File: config.mk
export PLATFORM = sky130hd
export DESIGN_NAME = med_lane
export DESIGN_NICKNAME = d
export VERILOG_FILES = /design/src/rtl/med_pkg.sv /design/src/rtl/med_cdiv.sv /design/src/rtl/med_lane.sv
export SDC_FILE = /design/constraint.sdc
export NUM_CORES = 2
export LEC_CHECK = 0
export ABC_CLOCK_PERIOD_IN_PS = 11250
export BUFFER_PORTS_ARGS = -buffer_cell sky130_fd_sc_hd__buf_2
export CAP_MARGIN = 20
export CORE_MARGIN = 3
export CORE_UTILIZATION = 55
export DETAILED_ROUTE_END_ITERATION = 16
export HOLD_SLACK_MARGIN = 0.05
export PLACE_DENSITY = 0.83
export SLEW_MARGIN = 10
export SYNTH_ARGS = -nofsm -noshare
export SYNTH_HDL_FRONTEND = slang
export SYNTH_SLANG_ARGS = --single-unit
File: constraint.sdc
create_clock -name clk_i -period 11.25 [get_ports clk_i]
set_input_delay 1.125 -clock clk_i [delete_from_list [all_inputs] [get_ports clk_i]]
set_output_delay 1.125 -clock clk_i [all_outputs]
set_load 0.02 [all_outputs]
File: src/rtl/med_pkg.sv
// Shared types and constants for the motion envelope detector.
package med_pkg;

  localparam int SAMPLE_W   = 16;
  localparam int LEVEL_W    = 15;
  localparam int THRESH_W   = 15;
  localparam int INTERVAL_W = 16;
  localparam int STATUS_W   = 8;
  localparam int CFG_IDX_W  = 2;
  localparam int CFG_DATA_W = 16;

  localparam int OUT_DEPTH  = 16;
  localparam int OUT_AW     = 4;
  localparam int OUT_CW     = 5;

  localparam logic [THRESH_W-1:0]   THRESH_RESET   = 15'd25;
  localparam logic [INTERVAL_W-1:0] INTERVAL_RESET = 16'd6;
  localparam logic [LEVEL_W-1:0]    LEVEL_MAX      = 15'h7fff;

  localparam logic [STATUS_W-1:0] ST_POWER  = 8'h10;
  localparam logic [STATUS_W-1:0] ST_BATLOW = 8'h08;
  localparam logic [STATUS_W-1:0] ST_TURN   = 8'h04;
  localparam logic [STATUS_W-1:0] ST_MOVE   = 8'h02;

  typedef enum logic [CFG_IDX_W-1:0] {
    CFG_THR_ACC  = 2'd0,
    CFG_THR_MAG  = 2'd1,
    CFG_INTERVAL = 2'd2
  } med_cfg_idx_e;

  typedef struct packed {
    logic [THRESH_W-1:0]   thr_acc;
    logic [THRESH_W-1:0]   thr_mag;
    logic [INTERVAL_W-1:0] interval;
  } med_cfg_t;

  typedef struct packed {
    logic               valid;
    logic               bat;
    logic [LEVEL_W-1:0] level;
  } med_lvl_t;

  typedef struct packed {
    logic [STATUS_W-1:0] status_byte;
    logic                turning;
    logic                moving;
    logic [LEVEL_W-1:0]  acc_level;
    logic [LEVEL_W-1:0]  mag_level;
  } med_result_t;

endpackage

File: src/rtl/med_cdiv.sv
// Two-stage divide by a constant, truncating toward zero, with a sideband tag.
module med_cdiv #(
  parameter int W       = 17,
  parameter int DIVISOR = 10,
  parameter int TW      = 1
) (
  input  logic          clk_i,
  input  logic          rst_ni,
  input  logic          valid_i,
  input  logic [W-1:0]  value_i,
  input  logic [TW-1:0] tag_i,
  output logic          valid_o,
  output logic [W-1:0]  quot_o,
  output logic [TW-1:0] tag_o
);

  localparam logic [W:0]   Recip = (W+1)'((66'd1 << W) / DIVISOR);
  localparam logic [W-1:0] DivC  = W'(DIVISOR);

  logic          neg;
  logic [W-1:0]  mag;
  logic [2*W:0]  prod;
  logic          v1_q;
  logic          neg_q;
  logic [W-1:0]  mag_q;
  logic [W-1:0]  q0_q;
  logic [TW-1:0] tag1_q;
  logic [W-1:0]  back;
  logic [W-1:0]  rem;
  logic [W-1:0]  q;
  logic [W-1:0]  quot_q;
  logic [TW-1:0] tag2_q;
  logic          v2_q;

  assign neg  = value_i[W-1];
  assign mag  = neg ? (W'(0) - value_i) : value_i;
  assign prod = mag * Recip;

  // estimate is exact or one short; one compare fixes it
  assign back = q0_q * DivC;
  assign rem  = mag_q - back;
  assign q    = q0_q + W'(rem >= DivC);

  always_ff @(posedge clk_i or negedge rst_ni) begin
    if (!rst_ni) begin
      v1_q <= 1'b0;
      v2_q <= 1'b0;
    end else begin
      v1_q <= valid_i;
      v2_q <= v1_q;
    end
  end

  always_ff @(posedge clk_i) begin
    neg_q  <= neg;
    mag_q  <= mag;
    q0_q   <= prod[2*W-1:W];
    tag1_q <= tag_i;
    quot_q <= neg_q ? (W'(0) - q) : q;
    tag2_q <= tag1_q;
  end

  assign valid_o = v2_q;
  assign quot_o  = quot_q;
  assign tag_o   = tag2_q;

endmodule

File: src/rtl/med_lane.sv
// One sensor lane: decimation, raw window with running sum, deviation, envelope.
module med_lane #(
  parameter int RAW_WINDOW = 128,
  parameter int ENV_WINDOW = 10,
  parameter int DECIMATION = 10
) (
  input  logic                              clk_i,
  input  logic                              rst_ni,
  input  logic                              accept_i,
  input  logic                              cmd_i,
  input  logic                              last_i,
  input  logic [med_pkg::SAMPLE_W-1:0]      sample_i,
  input  logic                              bat_i,
  output med_pkg::med_lvl_t                 lvl_o
);
  import med_pkg::*;

  localparam int DSW = SAMPLE_W + 1 + $clog2(DECIMATION);
  localparam int WSW = SAMPLE_W + $clog2(RAW_WINDOW);
  localparam int RPW = $clog2(RAW_WINDOW);
  localparam int FCW = $clog2(RAW_WINDOW + 1);
  localparam int EPW = (ENV_WINDOW > 1) ? $clog2(ENV_WINDOW) : 1;
  localparam int ESW = LEVEL_W + $clog2(ENV_WINDOW);
  localparam int T1W = SAMPLE_W + 2;
  localparam int T2W = SAMPLE_W + 1;
  localparam logic signed [WSW-1:0] RawMul = WSW'(RAW_WINDOW);

  // decimation
  logic [DSW-1:0] dsum_q;
  logic [DSW-1:0] dsum_next;
  logic           d1_v;
  logic [DSW-1:0] d1_quot;
  logic [T1W-1:0] d1_tag;

  assign dsum_next = dsum_q + {{(DSW-SAMPLE_W){sample_i[SAMPLE_W-1]}}, sample_i};

  always_ff @(posedge clk_i or negedge rst_ni) begin
    if (!rst_ni) begin
      dsum_q <= '0;
    end else if (accept_i && !cmd_i) begin
      dsum_q <= last_i ? '0 : dsum_next;
    end
  end

  med_cdiv #(.W(DSW), .DIVISOR(DECIMATION), .TW(T1W)) u_dec_div (
    .clk_i   (clk_i),
    .rst_ni  (rst_ni),
    .valid_i (accept_i && (cmd_i || last_i)),
    .value_i (dsum_next),
    .tag_i   ({cmd_i, bat_i, sample_i}),
    .valid_o (d1_v),
    .quot_o  (d1_quot),
    .tag_o   (d1_tag)
  );

  // raw window; entries older than the last preload read as the preload value
  logic [SAMPLE_W-1:0] avg;
  logic                pcmd;
  logic                pbat;
  logic [SAMPLE_W-1:0] raw;
  logic                wadv;
  logic [RPW-1:0]      wp_q;
  logic [RPW-1:0]      wp_d;
  logic [FCW-1:0]      fill_q;
  logic [SAMPLE_W-1:0] pre_q;
  logic [WSW-1:0]      wsum_q;
  logic [SAMPLE_W-1:0] rd_q;
  logic [SAMPLE_W-1:0] old;
  logic signed [WSW-1:0] raw_ext;
  logic [SAMPLE_W-1:0] raw_mem [RAW_WINDOW];
  logic                wv_q;
  logic                wbat_q;
  logic [SAMPLE_W-1:0] wavg_q;

  assign avg     = d1_quot[SAMPLE_W-1:0];
  assign pcmd    = d1_tag[T1W-1];
  assign pbat    = d1_tag[SAMPLE_W];
  assign raw     = d1_tag[SAMPLE_W-1:0];
  assign wadv    = d1_v && !pcmd;
  assign old     = (fill_q == FCW'(RAW_WINDOW)) ? rd_q : pre_q;
  assign raw_ext = {{(WSW-SAMPLE_W){raw[SAMPLE_W-1]}}, raw};

  always_comb begin
    wp_d = wp_q;
    if (wadv) begin
      wp_d = (wp_q == RPW'(RAW_WINDOW - 1)) ? '0 : wp_q + 1'b1;
    end
  end

  always_ff @(posedge clk_i) begin
    if (wadv) begin
      raw_mem[wp_q] <= avg;
    end
    rd_q <= raw_mem[wp_d];
  end

  always_ff @(posedge clk_i or negedge rst_ni) begin
    if (!rst_ni) begin
      wp_q   <= '0;
      fill_q <= '0;
      pre_q  <= '0;
      wsum_q <= '0;
      wv_q   <= 1'b0;
    end else begin
      wv_q <= wadv;
      if (d1_v && pcmd) begin
        pre_q  <= raw;
        fill_q <= '0;
        wsum_q <= raw_ext * RawMul;
      end else if (wadv) begin
        wsum_q <= wsum_q + {{(WSW-SAMPLE_W){avg[SAMPLE_W-1]}}, avg}
                         - {{(WSW-SAMPLE_W){old[SAMPLE_W-1]}}, old};
        if (fill_q != FCW'(RAW_WINDOW)) begin
          fill_q <= fill_q + 1'b1;
        end
        wp_q <= wp_d;
      end
    end
  end

  always_ff @(posedge clk_i) begin
    wavg_q <= avg;
    wbat_q <= pbat;
  end

  // window mean and deviation
  logic                d2_v;
  logic [WSW-1:0]      d2_quot;
  logic [T2W-1:0]      d2_tag;
  logic [SAMPLE_W-1:0] mean;
  logic [SAMPLE_W-1:0] davg;
  logic [SAMPLE_W:0]   diff;
  logic [SAMPLE_W:0]   dmag;
  logic [LEVEL_W-1:0]  dev;
  logic                dvv_q;
  logic                dvbat_q;
  logic [LEVEL_W-1:0]  dv_q;

  med_cdiv #(.W(WSW), .DIVISOR(RAW_WINDOW), .TW(T2W)) u_win_div (
    .clk_i   (clk_i),
    .rst_ni  (rst_ni),
    .valid_i (wv_q),
    .value_i (wsum_q),
    .tag_i   ({wbat_q, wavg_q}),
    .valid_o (d2_v),
    .quot_o  (d2_quot),
    .tag_o   (d2_tag)
  );

  assign mean = d2_quot[SAMPLE_W-1:0];
  assign davg = d2_tag[SAMPLE_W-1:0];
  assign diff = {davg[SAMPLE_W-1], davg} - {mean[SAMPLE_W-1], mean};
  assign dmag = diff[SAMPLE_W] ? ((SAMPLE_W+1)'(0) - diff) : diff;
  assign dev  = (dmag > {2'b00, LEVEL_MAX}) ? LEVEL_MAX : dmag[LEVEL_W-1:0];

  always_ff @(posedge clk_i or negedge rst_ni) begin
    if (!rst_ni) begin
      dvv_q <= 1'b0;
    end else begin
      dvv_q <= d2_v;
    end
  end

  always_ff @(posedge clk_i) begin
    dv_q    <= dev;
    dvbat_q <= d2_tag[T2W-1];
  end

  // envelope store
  logic [EPW-1:0]      ep_q;
  logic [EPW-1:0]      ep_d;
  logic [ENV_WINDOW-1:0] evld_q;
  logic [LEVEL_W-1:0]  env_mem [ENV_WINDOW];
  logic [LEVEL_W-1:0]  erd_q;
  logic [LEVEL_W-1:0]  eold;
  logic [ESW-1:0]      esum_q;
  logic                ev_q;
  logic                ebat_q;
  logic                d3_v;
  logic [ESW:0]        d3_quot;
  logic                d3_bat;

  assign eold = evld_q[ep_q] ? erd_q : '0;

  always_comb begin
    ep_d = ep_q;
    if (dvv_q) begin
      ep_d = (ep_q == EPW'(ENV_WINDOW - 1)) ? '0 : ep_q + 1'b1;
    end
  end

  always_ff @(posedge clk_i) begin
    if (dvv_q) begin
      env_mem[ep_q] <= dv_q;
    end
    if (dvv_q && ep_d == ep_q) begin
      erd_q <= dv_q;
    end else begin
      erd_q <= env_mem[ep_d];
    end
    ebat_q <= dvbat_q;
  end

  always_ff @(posedge clk_i or negedge rst_ni) begin
    if (!rst_ni) begin
      ep_q   <= '0;
      evld_q <= '0;
      esum_q <= '0;
      ev_q   <= 1'b0;
    end else begin
      ev_q <= dvv_q;
      if (dvv_q) begin
        evld_q[ep_q] <= 1'b1;
        esum_q       <= esum_q + ESW'(dv_q) - ESW'(eold);
        ep_q         <= ep_d;
      end
    end
  end

  med_cdiv #(.W(ESW + 1), .DIVISOR(ENV_WINDOW), .TW(1)) u_env_div (
    .clk_i   (clk_i),
    .rst_ni  (rst_ni),
    .valid_i (ev_q),
    .value_i ({1'b0, esum_q}),
    .tag_i   (ebat_q),
    .valid_o (d3_v),
    .quot_o  (d3_quot),
    .tag_o   (d3_bat)
  );

  assign lvl_o.valid = d3_v;
  assign lvl_o.bat   = d3_bat;
  assign lvl_o.level = d3_quot[LEVEL_W-1:0];

endmodule

==> metrics.txt <==
# TYPE chip_impl_metric gauge
chip_impl_info{name="outcome",value="complete, no violations"} 1
chip_impl_metric{name="port_buffers",unit=""} 38
chip_impl_metric{name="detailedRoute.firstPassIterationCount",unit=""} 7
chip_impl_metric{name="design.core.area",unit="mm2"} 0.215
chip_impl_metric{name="post-route-drc-count",unit=""} 0
chip_impl_metric{name="finalClockSkew",unit="ns"} 0.0855
chip_impl_metric{name="route.antenna.remaining_nets",unit=""} 0
chip_impl_info{name="synth_ff_type",value="sky130_fd_sc_hd__edfxtp_1"} 1
chip_impl_info{name="cp-start-kind",value="flop"} 1
chip_impl_metric{name="ys_warn_count",unit=""} 0
chip_impl_metric{name="final.fill_count",unit=""} 15300
chip_impl_metric{name="die-width",unit="um"} 472
chip_impl_metric{name="average_footprint_of_a_synthesized_cell",unit="um2"} 12.1
chip_impl_metric{name="final.hold.worst_slack",unit="ns"} 0.177
chip_impl_metric{name="final_util",unit=""} 0.612
chip_impl_metric{name="floorplan_die_area",unit="mm2"} 0.223
chip_impl_metric{name="placementRows",unit=""} 170
chip_impl_metric{name="worst_slack",unit="ns"} 1.74
chip_impl_metric{name="cts_hold_repair.buffers",unit=""} 0
chip_impl_metric{name="fin_nets",unit=""} 10700
chip_impl_metric{name="cts-root-to-sink-buffers",unit=""} 4
chip_impl_info{name="critical_path.slowest_cell",value="sky130_fd_sc_hd__a311oi_1"} 1
chip_impl_metric{name="grt_antenna_before_repair",unit=""} 5
chip_impl_metric{name="global_route_usage_sum",unit=""} 0.272
chip_impl_metric{name="totalWireLength",unit="um"} 309000
chip_impl_metric{name="clkSlewWorstSetupHoldPaths",unit="ns"} 0.06
chip_impl_info{name="most_used_cells_in_the_layout_excluding_fill_and_tap_cells",value="sky130_fd_sc_hd__nand2_1, sky130_fd_sc_hd__edfxtp_1, sky130_fd_sc_hd__inv_1, sky130_fd_sc_hd__nand3_1, sky130_fd_sc_hd__ha_1"} 1
chip_impl_metric{name="detail_route.vias_per_cell",unit=""} 6.26
chip_impl_metric{name="postCtsResizedCells",unit=""} 0
chip_impl_metric{name="drive_above_1_share",unit=""} 0.0782
chip_impl_metric{name="cp.arrival",unit="ns"} 10.29
chip_impl_metric{name="pre_cts_slack",unit="ns"} 0.922
chip_impl_info{name="cts_tree",value="done"} 1
chip_impl_info{name="cp-startpoint",value="dsum_q[0]"} 1
chip_impl_metric{name="timing.critical_path.fanout_max",unit=""} 16
chip_impl_metric{name="gp_congestion",unit=""} 0.900
chip_impl_metric{name="grt_first_pass_wirelength",unit="um"} 468000
chip_impl_metric{name="h-tree-depth",unit=""} 5
chip_impl_metric{name="die-height",unit="um"} 472
chip_impl_info{name="criticalPathCategory",value="reg2reg"} 1
chip_impl_metric{name="post-route-period-util",unit=""} 0.846
chip_impl_metric{name="timing_worst_slew_pin_value",unit="ns"} 1.22
chip_impl_metric{name="floorplan.initialDensity",unit=""} 0.555
chip_impl_metric{name="clock-sinks",unit=""} 2589
chip_impl_metric{name="worstSkewPairLatency",unit="ns"} 0.95
chip_impl_info{name="unrepaired_setup_endpoints_after_global_routing",value="false"} 1
chip_impl_metric{name="number_of_global_route_vias_before_repair",unit=""} 80700
chip_impl_metric{name="report.final.setup_viol",unit=""} 0
chip_impl_metric{name="synth.yosys.seq_area_share",unit=""} 0.623
chip_impl_info{name="ctsRootBufferMaster",value="sky130_fd_sc_hd__clkbuf_16"} 1
chip_impl_metric{name="synth-edff-count",unit=""} 2198
chip_impl_metric{name="wl_per_cell",unit="um"} 23.9
chip_impl_metric{name="synthDistinctLibCells",unit=""} 84
chip_impl_metric{name="layout_min_cycle_time",unit="ns"} 9.51
chip_impl_metric{name="finalSetupTns",unit="ns"} 0
chip_impl_metric{name="grt_max_degree",unit=""} 200
chip_impl_info{name="path_common_cell",value="sky130_fd_sc_hd__fa_1"} 1
chip_impl_metric{name="max_freq",unit="MHz"} 105
chip_impl_metric{name="synth_area",unit="mm2"} 0.119
chip_impl_metric{name="multi_input_area",unit="mm2"} 0.0406
chip_impl_metric{name="tritoncts.num_buffers",unit=""} 276
chip_impl_metric{name="final-hold-violation-count",unit=""} 0
chip_impl_info{name="critical_path.endpoint_type",value="flop"} 1
chip_impl_metric{name="regArea",unit="mm2"} 0.0745
chip_impl_metric{name="synthCells",unit=""} 9883
chip_impl_metric{name="synth_async_sr_flop_share",unit=""} 0.0452
chip_impl_metric{name="critical_path_s_largest_stage_delay",unit="ns"} 0.75
chip_impl_metric{name="routed-via-count",unit=""} 80900
chip_impl_metric{name="top_level_ports",unit=""} 39
chip_impl_metric{name="count_of_routing_violations_after_the_opening_detailed_route_iteration",unit=""} 11000
chip_impl_metric{name="report.final.slew_viol_count",unit=""} 0
chip_impl_metric{name="postCtsSetupBuffers",unit=""} 0
chip_impl_metric{name="synthesis.nets",unit=""} 10700
chip_impl_metric{name="synth_seq_cells",unit=""} 2589
chip_impl_info{name="regToRegStartpoint",value="dsum_q[0]"} 1
chip_impl_metric{name="syn2layout_area_growth",unit="%"} 10.4
chip_impl_metric{name="worst_slew_margin_rel",unit=""} 0.184
chip_impl_info{name="final_common_cell",value="sky130_fd_sc_hd__nand2_1"} 1
chip_impl_info{name="min_path_type",value="in2async"} 1
chip_impl_metric{name="dpl_wire_length",unit="um"} 183000
chip_impl_metric{name="max-cap-violations",unit=""} 0
chip_impl_metric{name="global_route.overflow_total",unit=""} 0
chip_impl_metric{name="data_required_time_at_the_worst_endpoint",unit="ns"} 12.02
==> path summary, 6_finish.rpt <==
path                                        to  slack [ns]  cells past startpoint
hold reg to reg            u_win_div.tag_o[11]        0.28                      0
setup / recovery            u_dec_div.q0_q[17]        1.74                     32
hold / removal                         wp_q[2]        0.18                      1
setup reg to reg            u_dec_div.q0_q[17]        1.74                     32
min in group clk_i         u_win_div.tag_o[11]        0.28                      0
max in group asynchronous            dsum_q[1]        9.60                      2
==> final cells by class <==
type | instances | share of cell area
Antenna cell | 2 | 0.0000380
Clock buffer | 353 | 0.0568
Clock inverter | 123 | 0.00822
Inverter | 684 | 0.0196
Multi-Input combinational cell | 6091 | 0.308
Sequential cell | 2589 | 0.565
Tap cell | 2838 | 0.0269
Timing Repair Buffer | 252 | 0.0151
==> cell families after synthesis <==
kind of cell | count (synthesis) | synth area share
multiplexers | 102 | 0.0126
adder cells (fa/ha/maj) | 759 | 0.0968
AND/OR/NAND/NOR | 3704 | 0.135
buffers and inverters | 1203 | 0.0384
AO/OA/AOI/OAI | 1269 | 0.0755
XOR/XNOR | 257 | 0.0188
flip-flops | 2589 | 0.623
==> flip-flops by register name (all words and copies together) (netlist names), 16 cells and up <==
register and count:
u_env_div.q0_q 16, u_dec_div.tag1_q 18, pre_q 16, rd_q 16
u_win_div.tag1_q 17, u_dec_div.quot_o 16, dsum_q 21, raw_mem 2048
u_win_div.quot_o 16, esum_q 19, env_mem 150, u_dec_div.q0_q 18
u_dec_div.tag_o 18, u_win_div.tag_o 17, u_dec_div.mag_q 20, wsum_q 23
u_env_div.mag_q 18, wavg_q 16
==> per-layer routing <==
metal  vias up  wire length (um)  GRT usage
met3       976             32800     0.0498
met1     39400            112000      0.354
met4         6             17100      0.140
li1      35300                 -          -
met2      5195            146000      0.437
met5         -                94    0.00238
==> synthesized netlist by cell type, types with 154 or more instances <==
| library cell | instances | area (um2) |
|---|---|---|
| sky130_fd_sc_hd__a21oi_1 | 270 | 1350 |
| sky130_fd_sc_hd__clkbuf_1 | 398 | 1490 |
| sky130_fd_sc_hd__nor2_1 | 263 | 987 |
| sky130_fd_sc_hd__a311oi_1 | 415 | 3630 |
| sky130_fd_sc_hd__dfxtp_1 | 274 | 5490 |
| sky130_fd_sc_hd__o21ai_0 | 154 | 771 |
| sky130_fd_sc_hd__and3_1 | 269 | 1680 |
| sky130_fd_sc_hd__nand3_1 | 615 | 3080 |
| sky130_fd_sc_hd__nand2_1 | 2256 | 8470 |
| sky130_fd_sc_hd__xnor2_1 | 167 | 1460 |
| sky130_fd_sc_hd__ha_1 | 484 | 6060 |
| sky130_fd_sc_hd__inv_1 | 683 | 2560 |
| sky130_fd_sc_hd__fa_1 | 275 | 5510 |
| sky130_fd_sc_hd__edfxtp_1 | 2198 | 66000 |
==> per-stage QoR <==
step / area, um2 / instances
after global placement: 123000 / 12400
after CTS: 132000 / 12900
after floorplan: 119000 / 9883
final: 132000 / 12900
after global routing: 132000 / 12900
after detailed placement: 123000 / 12500
==> critical path, delay by kind of cell (launching register included) <==
family | cells | cell delay [ns]
adder cells (fa/ha/maj) | 9 | 3.91
AO/OA/AOI/OAI | 10 | 2.66
AND/OR/NAND/NOR | 7 | 1.39
buffers and inverters | 4 | 0.71
flip-flops | 1 | 0.37
XOR/XNOR | 2 | 0.31
Power is left out: the tool's default activity adds up to more than one toggle a clock period on the data nets, which glitch-free logic cannot reach.
